--- config.mk ---
export PLATFORM = sky130hd
export DESIGN_NAME = lzss_ring_mem
export DESIGN_NICKNAME = d
export VERILOG_FILES = /design/src/rtl/core/lzss_ring_decompressor_macros.svh /design/src/rtl/core/lzss_pkg.sv /design/src/rtl/core/lzss_ring_mem.sv
export SDC_FILE = /design/constraint.sdc
export NUM_CORES = 2
export LEC_CHECK = 0
export BUFFER_PORTS_ARGS = -buffer_cell sky130_fd_sc_hd__buf_2
export CORE_UTILIZATION = 45
export DETAILED_ROUTE_END_ITERATION = 8
export PLACE_DENSITY = 0.67
export SETUP_SLACK_MARGIN = 0.4
export SKIP_LAST_GASP = 1
export SLEW_MARGIN = 30
export SYNTH_ARGS = -nofsm -noshare
export SYNTH_HDL_FRONTEND = slang
export SYNTH_SLANG_ARGS = --single-unit
--- constraint.sdc ---
create_clock -name clk -period 7.8 [get_ports clk]
set_input_delay 1.56 -clock clk [delete_from_list [all_inputs] [get_ports clk]]
set_output_delay 1.56 -clock clk [all_outputs]
set_load 0.005 [all_outputs]
--- src/rtl/core/lzss_ring_decompressor_macros.svh ---
// ----------------------------------------------------------------------------
// lzss_ring_decompressor_macros.svh
// Assertion macros used by the decompressor RTL.
// ----------------------------------------------------------------------------
`ifndef LZSS_RING_DECOMPRESSOR_MACROS_SVH
`define LZSS_RING_DECOMPRESSOR_MACROS_SVH

// same-cycle implication, sampled on clk, off while arst_n is low
`define LZSS_ASSERT_NOW(lbl, ante, cons, msg) \
	lbl: assert property (@(posedge clk) disable iff (!arst_n) (ante) |-> (cons)) \
		else $error(msg);

// next-cycle implication
`define LZSS_ASSERT_NEXT(lbl, ante, cons, msg) \
	lbl: assert property (@(posedge clk) disable iff (!arst_n) (ante) |=> (cons)) \
		else $error(msg);

`endif

--- src/rtl/core/lzss_pkg.sv ---
// ----------------------------------------------------------------------------
// lzss_pkg
// Constants and types of the LZSS ring decompressor.
// ----------------------------------------------------------------------------
package lzss_pkg;

	localparam int RING_SIZE      = 512;
	localparam int RING_AW        = $clog2(RING_SIZE);
	localparam int MAX_MATCH      = 18;
	localparam int THRESHOLD      = 2;
	localparam int LEN_W          = $clog2(MAX_MATCH + 1);
	localparam int WRITE_POS_INIT = RING_SIZE - MAX_MATCH;
	localparam int POS_W          = 12;
	localparam logic [7:0] SPACE_BYTE = 8'h20;
	localparam logic [3:0] FLAGS_PER_BYTE = 4'd8;

	typedef enum logic [2:0] {
		ST_IDLE,
		ST_CLEAR,
		ST_DECODE,
		ST_COPY_RD,
		ST_COPY_WR
	} lzss_state_t;

	typedef struct packed {
		logic               en;
		logic [RING_AW-1:0] addr;
		logic [7:0]         data;
	} ring_wr_t;

	typedef struct packed {
		logic               en;
		logic [RING_AW-1:0] addr;
	} ring_rd_t;

	typedef struct packed {
		logic       valid;
		logic [7:0] data;
		logic       last;
	} out_push_t;

endpackage

--- src/rtl/core/lzss_ring_mem.sv ---
// ----------------------------------------------------------------------------
// lzss_ring_mem
// History ring: one write port, one read port with registered read data.
// ----------------------------------------------------------------------------
module lzss_ring_mem
	import lzss_pkg::*;
(
	input  logic       clk,
	input  ring_wr_t   wr,
	input  ring_rd_t   rd,
	output logic [7:0] rd_data
);

	logic [7:0] ring_q [RING_SIZE];
	logic [7:0] rd_data_q;

	always_ff @(posedge clk) begin
		if (wr.en) begin
			ring_q[wr.addr] <= wr.data;
		end
	end

	always_ff @(posedge clk) begin
		if (rd.en) begin
			rd_data_q <= ring_q[rd.addr];
		end
	end

	assign rd_data = rd_data_q;

endmodule

# [After elaboration in Yosys (flattened, before gate mapping)]
# Memory sizes are Yosys's and may differ from the RTL's. A register that Yosys moved wholly into a read port is not among the register bits.
# Index checks and enable logic that the tools add are counted.
[word_totals] mem_bits_rw=4096 inputBits=29 register_bits=0 elab_cells=3 mem_count=1
[classes] mux=2
[mem_list] memory="ring_q" depth=512 word_bits=8 read_ports=1 rd_clocked_by_memory_dff=1 wr=1 line_no="lzss_ring_mem.sv:14" rtl="logic [7:0] ring_q [RING_SIZE];"
[op_table] operator="1-bit two-way mux" n=2

# [Depth between registers and ports, before layout]
[logic_depth] word_depth=2 depth_mapped=12

# [Worst setup path after synthesis]
# No wires, ideal clock.
[synth_timing] path_kind="input to register" startpoint="in rd[0] (netlist name)" endpoint="reg rd_data_q[0] (netlist: rd_data[0]) (read register of ring_q) (data pin)" stages=10 t_arrival_ns=3.414 slack_ns=4.129 t_required_ns=7.543 path_cell_list="buf_4 > buf_12 > buf_12 > buf_2 > mux4_2 > o21ai_0 > nand3_1 > nand4_1 > o21ai_0 > o2111a_1"
[synth_rtl] element="start: declaration" line_no="lzss_ring_mem.sv:10" rtl="input ring_rd_t rd,"
[synth_rtl] element="end: declaration" line_no="lzss_ring_mem.sv:15" rtl="logic [7:0] rd_data_q;"

==> flow_summary_export.csv <==
group,metric,value,unit
power_and_ir_drop,p_leak,55.7,nW
timing,setup_tns,0,ns
routing,via_count,81583,
routing,avgRoutedWirePerCell,30.8,um
critical_path,worstSetupPathType,"in2reg",
finish,drive_above_1_share,17.4,%
routing,via_per_inst,6.19,
logic_synthesis,synth.most_common_cell,"edfxtp_1",
finish,fill_cells,27547,
routing,drtIter0Drc,10195,
finish,area_delta_synth_final,11.4,%
clocking,cts.path.max_buffers,4,
power_and_ir_drop,ir_drop,0.185,mV
power_and_ir_drop,power_frac_seq,53.5,%
timing,hold_viol_final,0,
die,die_w,598,um
logic_synthesis,ys_top_cells_by_count,"edfxtp_1, mux2i_1, mux4_2",
die,num_rows,218,
place,place_hpwl,241000,um
logic_synthesis,seq_area_frac_synth,77.0,%
finish,fin_nets,8141,
power_and_ir_drop,netSwitchingPower,9.74,mW
finish,multi_input_area,34100,um2
place,numPortBuffers,36,
routing,totalWireLength,406000,um
timing,slew_violations,0,
clocking,cts_root_buffer,"clkbuf_16",
place,gp_congestion,0.870,
worst_hold_path,min_path_type,"in2reg",
critical_path,cp.arrival,6.18,ns
die,start_util,45.3,%
logic_synthesis,synth_nets,8059,
logic_synthesis,yosysWarnings,0,
routing,ant_nets,0,
logic_synthesis,synthArstFlopShare,0,%
clocking,cts_setup_buffers,0,
routing,drcViolationCount,1,
critical_path,worst_setup_path_end_kind,"flop",
timing,clock.fmax,187,MHz
global_routing,grt_overflow,0,
critical_path,critical-path-max-stage-delay,0.90,ns
clocking,cts_sinks,4104,
timing,rsz0062_at_grt,"false",
clocking,cts_tree,"yes",
outcome,status,"finished, violations left",
global_routing,grt_max_degree,192,
place,placed_cell_area,165000,um2
power_and_ir_drop,switching_share,21.4,%
finish,regArea,123000,um2
timing,fin_crit_sh,68.5,%
flow_run,drv_cap,0,
clocking,worstSkewPairLatency,0.96,ns
timing,hold_slack,0.994,ns
critical_path,cp_slowest_cell,"nor4_1",
die,die_h,598,um
logic_synthesis,syn_inst,8030,
logic_synthesis,synth_edf_count,4104,
critical_path,required,8.64,ns
timing,min_period,5.35,ns
power_and_ir_drop,power_density,255,nW/um2
logic_synthesis,syn_area,160000,um2
global_routing,grtUsageTotal,22.3,%
global_routing,grt_pass1_vias,81122,
power_and_ir_drop,power_report.internal_total,35.7,mW
timing,tightest_slew,1.08,ns
clocking,cts_resized,0,
die,coreArea,353000,um2
logic_synthesis,synth_cell_types,50,
outcome,violations,"DRC",
routing,first_pass_iters,9,
clocking,cts_hold_buf,0,
power_and_ir_drop,p_comb_share,4.7,%
timing,skew,0.0499,ns
die,fp.dieArea,358000,um2
global_routing,grt_pass1_wl,583000,um
clocking,htreeDepth,5,
clocking,cts_inserted_buffers,400,
critical_path,startpoint_type,"input pin",
critical_path,cp_common_cell,"nor4_1",
global_routing,antenna_found_initial,14,
finish,final_cell_area,178000,um2
logic_synthesis,synth_area_leaders,"edfxtp_1, mux4_2, mux2i_1",
logic_synthesis,synth_area_per_cell,19.9,um2
timing,setup_violations,0,
logic_synthesis,yosys.area.top_type,"edfxtp_1",
critical_path,path_cells,"buf_8 -> nand2b_4 -> buf_12 -> o221ai_1 -> nor3_1 -> nor4_1 -> o311ai_0 -> nor4_1 -> buf_4 -> o2111a_1",
logic_synthesis,synth-seq-cells,4104,
critical_path,worstPathMaxFanout,66,
timing,relSlewSlack,27.6,%
clocking,cts.clk_slew.worst_paths,0.07,ns
die,pin_count,37,
power_and_ir_drop,fin_total_pwr,45.5,mW
power_and_ir_drop,clkPwrFrac,41.8,%
logic_synthesis,synth_top_area_share,77.0,%
logic_synthesis,synthFlopType,"edfxtp_1",
registers in the layout, indices dropped and copies added, names as in the netlist:
signal   flops
rd_data      8
ring_q    4096
path summary, 6_finish.rpt:
| kind | startpoint | end | slack [ns] | cells past startpoint |
|---|---|---|---|---|
| hold reg to reg | ring_q[509][6]$_DFFE_PP_ | rd_data[6]$_DFFE_PP_ | 1.30 | 6 |
| hold / removal | wr[5] | ring_q[144][5]$_DFFE_PP_ | 0.99 | 1 |
| setup / recovery | rd[1] | rd_data[7]$_DFFE_PP_ | 2.45 | 10 |
| setup reg to reg | ring_q[259][7]$_DFFE_PP_ | rd_data[7]$_DFFE_PP_ | 4.20 | 8 |
layout make-up:
type	count	area share, %
flip-flops and latches	4104	69.1
multi-input cells	3410	19.1
clock buffers	485	5.85
well taps	4730	3.32
clock inverters	247	1.34
repair buffers	193	1.18
diodes	9	0.0126
inverters	3	0.0105
metal layers:
metal | routed length (um) | GRT usage, % | up-vias
li1 | - | - | 33641
met1 | 157000 | 30.4 | 42951
met2 | 199000 | 36.6 | 4264
met3 | 35300 | 3.87 | 715
met4 | 14000 | 7.55 | 12
met5 | 100 | 0 | -
layout by cell type, fill, tap and decap left out, types with 28 or more instances in the layout:
cell type | netlist | routed
clkbuf_1 | 265 | 80
nor4_1 | 36 | 28
o221ai_1 | 371 | 371
clkinv_2 | 0 | 81
a22oi_1 | 61 | 61
nor2_1 | 597 | 593
clkbuf_16 | 0 | 405
buf_4 | 70 | 109
a21oi_1 | 194 | 194
nand3_1 | 36 | 32
mux4_2 | 654 | 654
edfxtp_1 | 4104 | 4104
mux2i_1 | 797 | 797
nand2_1 | 111 | 97
bufinv_16 | 0 | 36
buf_12 | 5 | 41
nor3_1 | 109 | 105
o21ai_0 | 118 | 118
nand4_1 | 32 | 32
clkinv_1 | 0 | 83
o22ai_1 | 163 | 163
per-stage QoR:
stage / instances / setup WS [ns] / utilization [%]
2_1_floorplan: 8030 / 4.13 / -
3_3_place_gp: 12434 / 1.31 / 46.8
3_5_place_dp: 12434 / 1.65 / 46.8
4_1_cts: 13166 / 2.67 / 50.4
5_1_grt: 13176 / 2.53 / 50.5
6_report: 13181 / 2.45 / 50.5
cells by family after synthesis:
group                  Yosys count  share of synthesized area [%]
DFF                           4104                           77.0
muxes                         1451                           14.2
and+or+nand+nor                980                           2.63
AOI/OAI and AO/OA              979                           4.31
buffers and inverters          516                           1.85
critical path: cells and delay by family:
family / cells / cell delay [ns]
simple gates: 4 / 2.28
buf+inv: 3 / 1.16
compound gates: 3 / 1.02
power by group through the flow:
stage | Combinational [mW] | Clock (mW) | Sequential (mW)
final | 2.14 | 19.0 | 24.3
after global routing | 2.23 | 20.0 | 24.3
after CTS | 2.13 | 19.2 | 24.3
after detailed placement | 2.12 | 0 | 24.8
after global placement | 2.08 | 0 | 24.8
after floorplan | 1.16 | 0 | 24.8
(Power assumes the default switching activity.)
