<file path="src/rtl/core/lzss_ring_decompressor_macros.svh">
// ----------------------------------------------------------------------------
// lzss_ring_decompressor_macros.svh
// Assertion macros used by the decompressor RTL.
// ----------------------------------------------------------------------------
`ifndef LZSS_RING_DECOMPRESSOR_MACROS_SVH
`define LZSS_RING_DECOMPRESSOR_MACROS_SVH

// same-cycle implication, sampled on clk, off while arst_n is low
`define LZSS_ASSERT_NOW(lbl, ante, cons, msg) \
	lbl: assert property (@(posedge clk) disable iff (!arst_n) (ante) |-> (cons)) \
		else $error(msg);

// next-cycle implication
`define LZSS_ASSERT_NEXT(lbl, ante, cons, msg) \
	lbl: assert property (@(posedge clk) disable iff (!arst_n) (ante) |=> (cons)) \
		else $error(msg);

`endif

</file>
<file path="src/rtl/core/lzss_pkg.sv">
// ----------------------------------------------------------------------------
// lzss_pkg
// Constants and types of the LZSS ring decompressor.
// ----------------------------------------------------------------------------
package lzss_pkg;

	localparam int RING_SIZE      = 512;
	localparam int RING_AW        = $clog2(RING_SIZE);
	localparam int MAX_MATCH      = 18;
	localparam int THRESHOLD      = 2;
	localparam int LEN_W          = $clog2(MAX_MATCH + 1);
	localparam int WRITE_POS_INIT = RING_SIZE - MAX_MATCH;
	localparam int POS_W          = 12;
	localparam logic [7:0] SPACE_BYTE = 8'h20;
	localparam logic [3:0] FLAGS_PER_BYTE = 4'd8;

	typedef enum logic [2:0] {
		ST_IDLE,
		ST_CLEAR,
		ST_DECODE,
		ST_COPY_RD,
		ST_COPY_WR
	} lzss_state_t;

	typedef struct packed {
		logic               en;
		logic [RING_AW-1:0] addr;
		logic [7:0]         data;
	} ring_wr_t;

	typedef struct packed {
		logic               en;
		logic [RING_AW-1:0] addr;
	} ring_rd_t;

	typedef struct packed {
		logic       valid;
		logic [7:0] data;
		logic       last;
	} out_push_t;

endpackage

</file>
<file path="src/rtl/core/lzss_out_reg.sv">
// ----------------------------------------------------------------------------
// lzss_out_reg
// Output register of the result channel; holds one byte until transfer.
// ----------------------------------------------------------------------------
module lzss_out_reg
	import lzss_pkg::*;
(
	input  logic       clk,
	input  logic       arst_n,
	input  out_push_t  push,
	output logic       can_push,
	output logic       out_valid,
	input  logic       out_ready,
	output logic [7:0] out_byte,
	output logic       run_last
);

	logic       valid_q;
	logic [7:0] byte_q;
	logic       last_q;

	assign can_push = !valid_q || out_ready;

	always_ff @(posedge clk or negedge arst_n) begin
		if (!arst_n) begin
			valid_q <= 1'b0;
		end else if (can_push) begin
			valid_q <= push.valid;
		end
	end

	always_ff @(posedge clk) begin
		if (can_push && push.valid) begin
			byte_q <= push.data;
			last_q <= push.last;
		end
	end

	assign out_valid = valid_q;
	assign out_byte  = byte_q;
	assign run_last  = last_q;

endmodule
</file>
<file path="config.mk">
export PLATFORM = sky130hd
export DESIGN_NAME = lzss_out_reg
export DESIGN_NICKNAME = d
export VERILOG_FILES = /design/src/rtl/core/lzss_ring_decompressor_macros.svh /design/src/rtl/core/lzss_pkg.sv /design/src/rtl/core/lzss_out_reg.sv
export SDC_FILE = /design/constraint.sdc
export NUM_CORES = 1
export LEC_CHECK = 0
export ABC_AREA = 1
export BUFFER_PORTS_ARGS = -buffer_cell sky130_fd_sc_hd__buf_2
export CAP_MARGIN = 30
export CORE_AREA = 2 2 39 41
export DETAILED_ROUTE_END_ITERATION = 12
export DIE_AREA = 0 0 41 43
export PLACE_DENSITY_LB_ADDON = 0.1
export SYNTH_ARGS = -nofsm -noshare
export SYNTH_HDL_FRONTEND = slang
export SYNTH_SLANG_ARGS = --single-unit
</file>
<file path="constraint.sdc">
create_clock -name clk -period 2.7 [get_ports clk]
set_input_delay 0.135 -clock clk [delete_from_list [all_inputs] [get_ports clk]]
set_output_delay 0.135 -clock clk [all_outputs]
set_load 0.01 [all_outputs]
</file>
---- After elaboration in Yosys (flattened, before gate mapping) ----
Cells that the tools add are included.
Widths: inputs -> output; s select.
word-level totals
  word-level logic and storage cells ...... 6
  bits of input ports ..................... 13
  register bits after elaboration ......... 10
  output and inout port bits .............. 11
cells by class
  reductions and logical operators ........ 3
operators with widths
  kind               count
  $logic_and 1x1->1  1
  $logic_not 1->1    1
  $logic_or 1x1->1   1

---- Longest topological paths before layout ----
Gate-level depths: netlist of run 1.
  depth in word-level cells ............... 3
  mapped depth ............................ 3

---- Worst setup path after synthesis of run 1 ----
No wires, ideal clock.
  kind .................................... register to register
  start point ............................. register valid_q, in the netlist out_valid
  end point ............................... register byte_q[0], in the netlist out_byte[0], enable pin
  setup slack ............................. 1,382 ps
  setup time .............................. 378 ps
  data arrival time ....................... 940 ps
  buffers on the path ..................... 0
  cell stages (with the launch flop) ...... 2
  cell sequence ........................... dfrtp_1 -> a21oi_1
on the way
  word-level cells in the longest chain between the ends .. 3
ends and longest elaborated chain
  element                 RTL line            source
  from (decl)             lzss_out_reg.sv:18  logic valid_q;
  from (signal assigned)  lzss_out_reg.sv:28  valid_q <= push.valid;
  $logic_not 1->1         lzss_out_reg.sv:22  assign can_push = !valid_q || out_ready;
  $logic_or 1x1->1        lzss_out_reg.sv:22
  $logic_and 1x1->1       lzss_out_reg.sv:33  if (can_push && push.valid) begin
  to (signal assigned)    lzss_out_reg.sv:34  byte_q <= push.data;
  to (decl)               lzss_out_reg.sv:19  logic [7:0] byte_q;
No other way between the ends.
A chain may end at the register's enable or synchronous reset.

---- Final worst setup path of run 1 ----
  start point ............................. register valid_q, in the netlist out_valid
  end point ............................... register byte_q[2], in the netlist out_byte[2], enable pin
The elaborated chain is that of the path after synthesis.

==> results of run 1 <==
## stage by stage
step / area [um^2] / power [mW]
after detailed placement: 450 / 0.212
after CTS: 487 / 0.320
final: 487 / 0.312
after global routing: 487 / 0.333
after global placement: 450 / 0.211
after floorplan: 315 / 0.195
## synthesized netlist by cell type (all sizes together)
| master | count |
|---|---|
| edfxtp | 9 |
| dfrtp | 1 |
| a21oi | 1 |
| nand2 | 2 |
| inv | 2 |
## flip-flops by register name, indices dropped and copies added, names as in the netlist
signal	count
out_byte	8
out_valid	1
run_last	1
## per-layer routing
layer / global-route usage (%) / up-vias
met5: 0 / -
met4: 6.00 / 0
met3: 3.14 / 0
met2: 11.9 / 11
met1: 7.48 / 89
li1: - / 109
## placed cells by master (no fill, tap or decap)
| cell | n |
|---|---|
| sky130_fd_sc_hd__buf_2 | 23 |
| sky130_fd_sc_hd__edfxtp_1 | 9 |
| sky130_fd_sc_hd__clkbuf_4 | 3 |
| sky130_fd_sc_hd__inv_1 | 2 |
| sky130_fd_sc_hd__nand2_1 | 2 |
| sky130_fd_sc_hd__a21oi_1 | 1 |
| sky130_fd_sc_hd__clkbuf_1 | 1 |
| sky130_fd_sc_hd__dlygate4sd3_1 | 1 |
| sky130_fd_sc_hd__dfrtp_1 | 1 |
## layout make-up
| cell class | count | area share, % |
|---|---|---|
| Sequential cell | 10 | 60.7 |
| Timing Repair Buffer | 24 | 25.7 |
| Clock buffer | 4 | 5.40 |
| Tap cell | 16 | 4.11 |
| Multi-Input combinational cell | 3 | 2.57 |
| Inverter | 2 | 1.54 |
## logic make-up (layout without fill, tap and decap cells)
family	count (synthesis)	count (layout)	synth area share (%)
flip-flops	10	10	93.6
AND/OR/NAND/NOR	2	2	2.38
buffers and inverters	2	30	2.38
AO/OA/AOI/OAI	1	1	1.59
## worst max path at each step
stage / end / slack [ns] / depth (start not counted)
final: out_byte[2]$_DFFE_PP_ / 1.23 / 1
after global routing: out_byte[2]$_DFFE_PP_ / 1.15 / 1
after CTS: out_byte[2]$_DFFE_PP_ / 1.23 / 1
after detailed placement: out_byte[7]$_DFFE_PP_ / 1.24 / 1
after global placement: out_byte[6]$_DFFE_PP_ / 1.29 / 1
after floorplan: out_byte[0]$_DFFE_PP_ / 1.38 / 1
## power groups by stage
| stage | registers (mW) | logic, mW | clock network [mW] |
|---|---|---|---|
| after detailed placement | 0.185 | 0.0277 | 0 |
| after global routing | 0.182 | 0.0317 | 0.119 |
| final | 0.181 | 0.0284 | 0.103 |
| after global placement | 0.184 | 0.0271 | 0 |
| after floorplan | 0.190 | 0.00514 | 0 |
| after CTS | 0.181 | 0.0289 | 0.110 |
==> flow_summary.json, run 1 <==
{
  "arrival_ns": 1.34,
  "critical-path-top-delay-family": "compound AO/OA/AOI/OAI gates",
  "unrepaired_setup_endpoints_after_global_routing": "false",
  "slew-limit-headroom_pct": 41.6,
  "power_density_nw_per_um2": 641,
  "later_pin_clock_latency_in_the_skew_report_ns": 0.26,
  "cp.buffers_inverters": 0,
  "worst-r2r-setup-slack_ns": 1.23,
  "detailedRoute.firstIterationViolations": 4,
  "maxcap_violations": 0,
  "post_drt_via_cell_ratio": 3.54,
  "first_pass_iters": 2,
  "yosysTopAreaCell": "sky130_fd_sc_hd__edfxtp_1",
  "cp-end-kind": "register",
  "tritoncts_clock_tree": "done",
  "wl_met2_um": 294,
  "cp-start-kind": "register",
  "syn-instance-count": 15,
  "share_comb_of_total_power_pct": 9.1,
  "antenna_left": 0,
  "fp-row-count": 14,
  "netlist_top_cells_area": "sky130_fd_sc_hd__edfxtp_1, sky130_fd_sc_hd__dfrtp_1, sky130_fd_sc_hd__inv_1, sky130_fd_sc_hd__nand2_1, sky130_fd_sc_hd__a21oi_1",
  "place_congestion": 0.545,
  "maxClockFrequency_ghz": 0.683,
  "yosys_register_bits": 10,
  "initial_utilization_pct": 22.8,
  "clockBufferDepth": 2,
  "finalCoreUtilization_pct": 35.2,
  "timing.critical_path.fanout_max": 9,
  "cts.sinks": 10,
  "netlist_area_um2": 315,
  "cts-root-buf": "sky130_fd_sc_hd__clkbuf_4",
  "post-route-min-period_ns": 1.47,
  "met3_wirelength_um": 60,
  "multi_input_area_um2": 12.5,
  "topRoutingLayerUsed": "met3",
  "boundaryPins": 24,
  "pre_cts_slack_ns": 1.24,
  "hold_path.startpoint": "push[8]",
  "htreeDepth": 1,
  "detailroute.via_count": 209,
  "outcome": "finished, final reports clean",
  "final_layout_size_suffix_gt1_share_pct": 60.5,
  "ff_latch_area_um2": 295,
  "antenna_cells": 0,
  "whs_ns": 0.0472,
  "critical_path.reg2reg.startpoint": "out_valid$_DFFE_PN0P_",
  "core_area_um2": 1380,
  "final.fill_count": 148,
  "hold_path.class": "in2reg",
  "synth.avg_cell_area_um2": 21.0,
  "cpPeakStageDelay_ns": 0.71,
  "holdPathEnd": "out_byte[7]$_DFFE_PP_",
  "synth_top_area_share_pct": 85.7,
  "reg2reg_to": "out_byte[2]$_DFFE_PP_",
  "die_area_um2": 1760,
  "switching_power_share_of_the_total_pct": 20.0,
  "portBuffers": 23,
  "ff2ff_path_depth": 1,
  "worstPathCellList": "a21oi_1",
  "cts_inserted_buffers": 3,
  "setup.worst_path.start": "out_valid$_DFFE_PN0P_",
  "power.static_leakage_nw": 0.223,
  "grt_use_total_pct": 7.66,
  "postRouteWirelength_um": 542,
  "post_cts_buffers": 0,
  "worst_slack_ns": 1.23,
  "final_cell_count_no_fill": 59,
  "synth_cell_types": 5,
  "worst_pin_slew_ns": 0.877,
  "layout-area-overhead-vs-synth_pct": 54.4,
  "setup-violations-final": 0,
  "die_height_um": 43,
  "first_global_vias": 208,
  "drcViolationCount": 0,
  "largest_net_degree_at_the_start_of_global_routing": 10,
  "worstPathRequired_ns": 2.58,
  "holdBufCountCts": 1,
  "route.layer.met1.wl_um": 187,
  "yosysSeqAreaShare_pct": 93.7,
  "finalClockSkew_ns": 0.00949,
  "post_drt_wl_per_cell_um": 9.19,
  "cts.reportedPaths.clkPinSlew_ns": 0.07,
  "internal_power_mw": 0.250,
  "power_switching_mw": 0.0624,
  "share_of_total_power_in_the_clock_network_pct": 32.9,
  "cts_repair_resize_count": 0,
  "initial_antenna_violation_count": 0,
  "yosysWarnings": 0,
  "vdd_ir_drop_max_v": 0.000173,
  "final.setup.tns_ns": 0,
  "final_min_period_over_clock_period_pct": 54.3,
  "number_of_max_slew_violations_in_the_final_report": 0,
  "report.final.hold_viol_count": 0,
  "worstHoldPathCells": 1,
  "timing_worst_setup_path_type": "reg2reg",
  "dp_hpwl_um": 433,
  "critical_path.slowest_cell": "sky130_fd_sc_hd__a21oi_1",
  "globalRouteOverflowTotal": 0,
  "seq_power_share_pct": 58.0,
  "synth_fp_nets": 28,
  "place_inst": 54,
  "floorplan.die.width_um": 41,
  "wire_length_of_the_first_global_routing_pass_um": 834,
  "layout.nets": 57
}
Note: power is estimated with default switching activity, not from simulation.
==> run 2, diff against run 1 <==
==> constraint.sdc (replaced) <==
create_clock -name clk -period 1.25 [get_ports clk]
set_input_delay 0.0625 -clock clk [delete_from_list [all_inputs] [get_ports clk]]
set_output_delay 0.0625 -clock clk [all_outputs]
set_load 0.01 [all_outputs]
==> run 2 against run 1 <==
Core utilization rose by 8.0 points. Critical path type unchanged. First-iteration DRC count fell by 75%. Total power rose by 140%.
==> flow_summary.json, run 2 (synthesis results as in run 1) <==
{
  "outcome": "finished, final reports clean",
  "final_min_period_over_clock_period_pct": 81.3,
  "later_pin_clock_latency_in_the_skew_report_ns": 0.26,
  "drcViolationCount": 0,
  "power.static_leakage_nw": 0.272,
  "internal_power_mw": 0.614,
  "cts-root-buf": "sky130_fd_sc_hd__clkbuf_4",
  "power_density_nw_per_um2": 1270,
  "switching_power_share_of_the_total_pct": 19.1,
  "maxcap_violations": 0,
  "setup-violations-final": 0,
  "worstHoldPathCells": 3,
  "globalRouteOverflowTotal": 0,
  "first_pass_iters": 2,
  "floorplan.die.width_um": 41,
  "layout.nets": 67,
  "postRouteWirelength_um": 656,
  "cts.reportedPaths.clkPinSlew_ns": 0.07,
  "initial_utilization_pct": 22.8,
  "cts_inserted_buffers": 3,
  "final_cell_count_no_fill": 69,
  "hold_path.class": "in2reg",
  "final_layout_size_suffix_gt1_share_pct": 54.7,
  "maxClockFrequency_ghz": 0.984,
  "largest_net_degree_at_the_start_of_global_routing": 10,
  "die_area_um2": 1760,
  "post-route-min-period_ns": 1.02,
  "unrepaired_setup_endpoints_after_global_routing": "false",
  "finalClockSkew_ns": 0.00453,
  "post_cts_buffers": 0,
  "fp-row-count": 14,
  "post_drt_wl_per_cell_um": 9.51,
  "core_area_um2": 1380,
  "post_drt_via_cell_ratio": 3.86,
  "worst-r2r-setup-slack_ns": 0.23,
  "cts.sinks": 10,
  "number_of_max_slew_violations_in_the_final_report": 0,
  "final.setup.tns_ns": 0,
  "tritoncts_clock_tree": "done",
  "whs_ns": 0.0146,
  "holdPathEnd": "out_valid$_DFFE_PN0P_",
  "first_global_vias": 303,
  "timing_worst_setup_path_type": "reg2reg",
  "place_inst": 55,
  "detailedRoute.firstIterationViolations": 1,
  "seq_power_share_pct": 51.6,
  "max_ffs_per_register": 8,
  "initial_antenna_violation_count": 0,
  "timing.critical_path.fanout_max": 9,
  "report.final.hold_viol_count": 0,
  "wire_length_of_the_first_global_routing_pass_mm": 1.08,
  "clockBufferDepth": 2,
  "worst_pin_slew_ns": 0.123,
  "critical_path.reg2reg.startpoint": "out_valid$_DFFE_PN0P_",
  "slew-limit-headroom_pct": 91.8,
  "vdd_ir_drop_max_v": 0.000607,
  "cp-start-kind": "register",
  "htreeDepth": 1,
  "antenna_cells": 0,
  "detailroute.via_count": 266,
  "share_of_total_power_in_the_clock_network_pct": 36.9,
  "worstPathRequired_ns": 1.21,
  "antenna_left": 0,
  "portBuffers": 23,
  "arrival_ns": 0.98,
  "cp-end-kind": "register",
  "boundaryPins": 24,
  "mostFrequentLayoutCell": "sky130_fd_sc_hd__buf_2",
  "layout_common_cells": "sky130_fd_sc_hd__buf_2, sky130_fd_sc_hd__dlygate4sd3_1, sky130_fd_sc_hd__edfxtp_1",
  "place_congestion": 0.554,
  "share_comb_of_total_power_pct": 11.5,
  "hold_path.startpoint": "push[9]",
  "layout-area-overhead-vs-synth_pct": 89.7,
  "ff2ff_path_depth": 2,
  "die_height_um": 43,
  "reg2reg_to": "out_byte[6]$_DFFE_PP_",
  "grt_use_total_pct": 9.70,
  "power_switching_mw": 0.145
}
run 2: layout make-up:
type                       count  area [um^2]
multi-input combinational      3         16.3
fill                         139          786
sequential                    10          295
tap                           16         20.0
timing repair buffer          34          223
inverter                       2         7.51
clock buffer                   4         36.3
run 2: critical path, cell delays in order, from the launching register on:
cell and delay, ns:
sky130_fd_sc_hd__dfrtp_1 0.41, sky130_fd_sc_hd__a21oi_2 0.14, sky130_fd_sc_hd__buf_4 0.18
run 2: metal layers:
metal  GRT usage [%]  vias up  wire [um]
met4            4.00        0          0
met1            7.14      121        201
met2            18.4       16        387
met3            4.71        0         68
met5               0        -          0
li1                -      129          -
run 2: power groups by stage:
stage | Clock (mW) | Sequential (mW) | Combinational [mW]
5_1_grt | 0.308 | 0.395 | 0.0976
3_5_place_dp | 0 | 0.399 | 0.0658
3_3_place_gp | 0 | 0.398 | 0.0631
6_report | 0.280 | 0.392 | 0.0875
2_1_floorplan | 0 | 0.410 | 0.0122
4_1_cts | 0.296 | 0.392 | 0.0898
run 2: per-stage QoR:
step | area (um^2) | power [mW] | setup slack (ns) | utilization (%)
after floorplan | 319 | 0.422 | 0.135 | -
after global placement | 462 | 0.461 | 0.259 | 33.4
after detailed placement | 462 | 0.465 | 0.240 | 33.4
after CTS | 598 | 0.778 | 0.216 | 43.2
after global routing | 598 | 0.801 | 0.181 | 43.2
final | 598 | 0.759 | 0.234 | 43.2
run 2: repair_timing:
item	CTS	global route
setup endpoints to repair	0	0
hold endpoints to repair	10	0
resized for setup	0	0
hold buffers	10	0
run 2: worst max path at each step:
| stage | slack (ns) | start | endpoint |
|---|---|---|---|
| global placement | 0.26 | out_valid$_DFFE_PN0P_ | out_byte[2]$_DFFE_PP_ |
| CTS | 0.22 | out_valid$_DFFE_PN0P_ | out_byte[0]$_DFFE_PP_ |
| global route | 0.18 | out_valid$_DFFE_PN0P_ | out_byte[6]$_DFFE_PP_ |
| finish | 0.23 | out_valid$_DFFE_PN0P_ | out_byte[6]$_DFFE_PP_ |
| floorplan | 0.13 | out_valid$_DFFE_PN0P_ | out_byte[0]$_DFFE_PP_ |
| detailed placement | 0.24 | out_valid$_DFFE_PN0P_ | out_byte[7]$_DFFE_PP_ |
==> run 3, diff against run 2 <==
--- a/config.mk
+++ b/config.mk
@@ -5,7 +5,7 @@
 export SDC_FILE = /design/constraint.sdc
 export NUM_CORES = 1
 export LEC_CHECK = 0
-export ABC_AREA = 1
+export ABC_AREA = 0
 export BUFFER_PORTS_ARGS = -buffer_cell sky130_fd_sc_hd__buf_2
 export CAP_MARGIN = 30
 export CORE_AREA = 2 2 39 41
==> constraint.sdc (replaced) <==
create_clock -name clk -period 0.9 [get_ports clk]
set_input_delay 0.045 -clock clk [delete_from_list [all_inputs] [get_ports clk]]
set_output_delay 0.045 -clock clk [all_outputs]
set_load 0.01 [all_outputs]
==> run 3 against run 2 <==
Wire length increased by 1.8%. Largest power group unchanged. Count of clock-buffer cells in the layout down 1. Combinational power grew 57%. Critical path depth grew 1. Global-route usage shrank 0.83 points. Non-clock buffer count stayed put. The run now ends with negative setup slack left. Via count down 4.9%. Highest routed layer unchanged. Worst setup slack got worse by 0.30 ns. Area after synthesis rose by 2.8%. Critical path type is now reg2out.
==> flow_summary.json, run 3 <==
{
  "layout_common_cells": "sky130_fd_sc_hd__buf_2, sky130_fd_sc_hd__dlygate4sd3_1, sky130_fd_sc_hd__edfxtp_1",
  "initial_antenna_violation_count": 0,
  "seq_power_share_pct": 55.0,
  "cts.sinks": 10,
  "first_global_vias": 236,
  "arrival_ns": 0.93,
  "netlist_top_cells_area": "sky130_fd_sc_hd__edfxtp_1, sky130_fd_sc_hd__dfrtp_1, sky130_fd_sc_hd__nand2b_4, sky130_fd_sc_hd__and2_4, sky130_fd_sc_hd__nand2b_1",
  "antenna_left": 0,
  "maxcap_violations": 0,
  "mostFrequentLayoutCell": "sky130_fd_sc_hd__buf_2",
  "postRouteWirelength_um": 668,
  "post_drt_via_cell_ratio": 3.72,
  "internal_power_mw": 0.781,
  "worstSetupEndpoint": "can_push",
  "layout.nets": 66,
  "cp-start-kind": "register",
  "hold_path.class": "in2reg",
  "share_of_total_power_in_the_clock_network_pct": 31.1,
  "vdd_ir_drop_max_v": 0.000768,
  "cts.reportedPaths.clkPinSlew_ns": 0.06,
  "power.static_leakage_nw": 0.271,
  "ff2ff_path_depth": 2,
  "yosysTopAreaCell": "sky130_fd_sc_hd__edfxtp_1",
  "syn-instance-count": 13,
  "later_pin_clock_latency_in_the_skew_report_ns": 0.26,
  "setup-violations-final": 10,
  "place_congestion": 0.552,
  "layout-area-overhead-vs-synth_pct": 88.4,
  "wire_length_of_the_first_global_routing_pass_um": 952,
  "detailedRoute.firstIterationViolations": 1,
  "synthFlopType": "sky130_fd_sc_hd__edfxtp_1",
  "synth.avg_cell_area_um2": 24.9,
  "post_cts_buffers": 0,
  "multi_input_area_um2": 36.3,
  "synth_cell_types": 5,
  "async_flop_share_pct": 10.0,
  "critical_path.reg2reg.startpoint": "out_valid$_DFFE_PN0P_",
  "globalRouteOverflowTotal": 0,
  "yosysSeqAreaShare_pct": 91.1,
  "cp-end-kind": "output pin",
  "max_ffs_per_register": 8,
  "yosys.cell_count.top_type": "sky130_fd_sc_hd__edfxtp_1",
  "report.final.hold_viol_count": 0,
  "die_area_um2": 1760,
  "power_switching_mw": 0.206,
  "cts-root-buf": "sky130_fd_sc_hd__clkbuf_4",
  "largest_net_degree_at_the_start_of_global_routing": 7,
  "worst-r2r-setup-slack_ns": -0.06,
  "post-route-min-period_ns": 0.970,
  "boundaryPins": 24,
  "power_density_nw_per_um2": 1620,
  "yosysWarnings": 0,
  "final.fill_count": 142,
  "worst_slack_ns": -0.0702,
  "worstPathRequired_ns": 0.85,
  "timing.critical_path.fanout_max": 3,
  "initial_utilization_pct": 23.4,
  "slew-limit-headroom_pct": 92.5,
  "reg2reg_to": "run_last$_DFFE_PP_",
  "first_pass_iters": 4,
  "number_of_max_slew_violations_in_the_final_report": 0,
  "antenna_cells": 0,
  "maxClockFrequency_ghz": 1.03,
  "ff_latch_area_um2": 295,
  "netlist_area_um2": 324,
  "core_area_um2": 1380,
  "finalClockSkew_ns": 0.00628,
  "dp_hpwl_um": 457,
  "whs_ns": 0.0193,
  "grt_use_total_pct": 8.88,
  "final_layout_size_suffix_gt1_share_pct": 57.7,
  "cts_inserted_buffers": 3,
  "post_drt_wl_per_cell_um": 9.82,
  "yosys_register_bits": 10,
  "pre_cts_slack_ns": -0.0766,
  "floorplan.die.width_um": 41,
  "drcViolationCount": 0,
  "final_min_period_over_clock_period_pct": 108,
  "synth_top_cells_by_count": "sky130_fd_sc_hd__edfxtp_1, sky130_fd_sc_hd__and2_4, sky130_fd_sc_hd__dfrtp_1, sky130_fd_sc_hd__nand2b_1, sky130_fd_sc_hd__nand2b_4",
  "setup.worst_path.start": "out_valid$_DFFE_PN0P_",
  "synth_top_area_share_pct": 83.4,
  "timing_worst_setup_path_type": "reg2out",
  "failed_checks": "negative setup slack",
  "worst_pin_slew_ns": 0.112,
  "synth_fp_nets": 26,
  "clockBufferDepth": 2,
  "share_comb_of_total_power_pct": 13.9,
  "portBuffers": 23,
  "die_height_um": 43,
  "unrepaired_setup_endpoints_after_global_routing": "true",
  "htreeDepth": 1,
  "tritoncts_clock_tree": "done",
  "detailroute.via_count": 253,
  "switching_power_share_of_the_total_pct": 20.9,
  "synth-edff-count": 9,
  "fp-row-count": 14,
  "outcome": "complete, but fails checks"
}
run 3: changes by cell type after synthesis:
cell and change:
sky130_fd_sc_hd__and2_4 +1, sky130_fd_sc_hd__inv_1 -2, sky130_fd_sc_hd__a21oi_1 -1, sky130_fd_sc_hd__nand2b_4 +1, sky130_fd_sc_hd__nand2b_1 +1, sky130_fd_sc_hd__nand2_1 -2
run 3: final cells by class:
type	count	area share, %
well taps	16	3.28
clock inverters	1	0.615
clock buffers	3	3.69
flip-flops and latches	10	48.4
repair buffers	34	38.1
multi-input cells	4	5.94
run 3: critical path, stage by stage (launching register included):
cell and delay (ns):
sky130_fd_sc_hd__dfrtp_1 0.38, sky130_fd_sc_hd__nand2b_4 0.07, sky130_fd_sc_hd__buf_6 0.11, sky130_fd_sc_hd__buf_6 0.11
run 3: kinds of logic after synthesis:
family           count (synthesis)  share of synthesized area [%]
DFF                             10                           91.1
and+or+nand+nor                  3                           8.88
run 3: repair_timing:
action / 4_1_cts / 5_1_grt
cloned: 1 / 0
resized for setup: 2 / 0
pin swaps: 1 / 1
hold buffers: 10 / 0
endpoints found under the setup margin: 10 / 10
endpoints found under the hold margin: 10 / 0
run 3: how the worst min path moves through the flow:
stage	from	end	slack, ns	depth (start not counted)
2_1_floorplan	arst_n	out_valid$_DFFE_PN0P_	-0.25	0
3_3_place_gp	arst_n	out_valid$_DFFE_PN0P_	-0.18	1
3_5_place_dp	arst_n	out_valid$_DFFE_PN0P_	-0.18	1
4_1_cts	push[9]	out_valid$_DFFE_PN0P_	0.008	2
5_1_grt	push[9]	out_valid$_DFFE_PN0P_	0.02	2
6_report	push[9]	out_valid$_DFFE_PN0P_	0.02	2
run 3: metrics by stage:
stage | TNS (ns) | power [mW] | area, um^2 | cells | util, %
CTS | -0.645 | 1.01 | 611 | 68 | 44.1
detailed placement | -0.688 | 0.649 | 467 | 53 | 33.7
global placement | -0.553 | 0.645 | 467 | 53 | 33.7
global route | -0.856 | 1.04 | 611 | 68 | 44.1
finish | -0.515 | 0.987 | 611 | 68 | 44.1
floorplan | -1.02 | 0.591 | 324 | 13 | -
run 3: power by group through the flow:
stage | Clock (mW) | Combinational [mW] | Sequential [mW]
after floorplan | 0 | 0.0211 | 0.569
after global placement | 0 | 0.0917 | 0.554
after detailed placement | 0 | 0.0951 | 0.554
after CTS | 0.323 | 0.139 | 0.543
after global routing | 0.344 | 0.151 | 0.546
final | 0.307 | 0.137 | 0.543
run 3: per-layer routing:
metal | part of all wire (%) | vias up | global-route usage (%)
met5 | 0 | - | 0
met4 | 0 | 0 | 8.00
met3 | 7.9 | 0 | 3.14
met2 | 57 | 13 | 13.4
met1 | 35 | 114 | 8.81
li1 | - | 126 | -
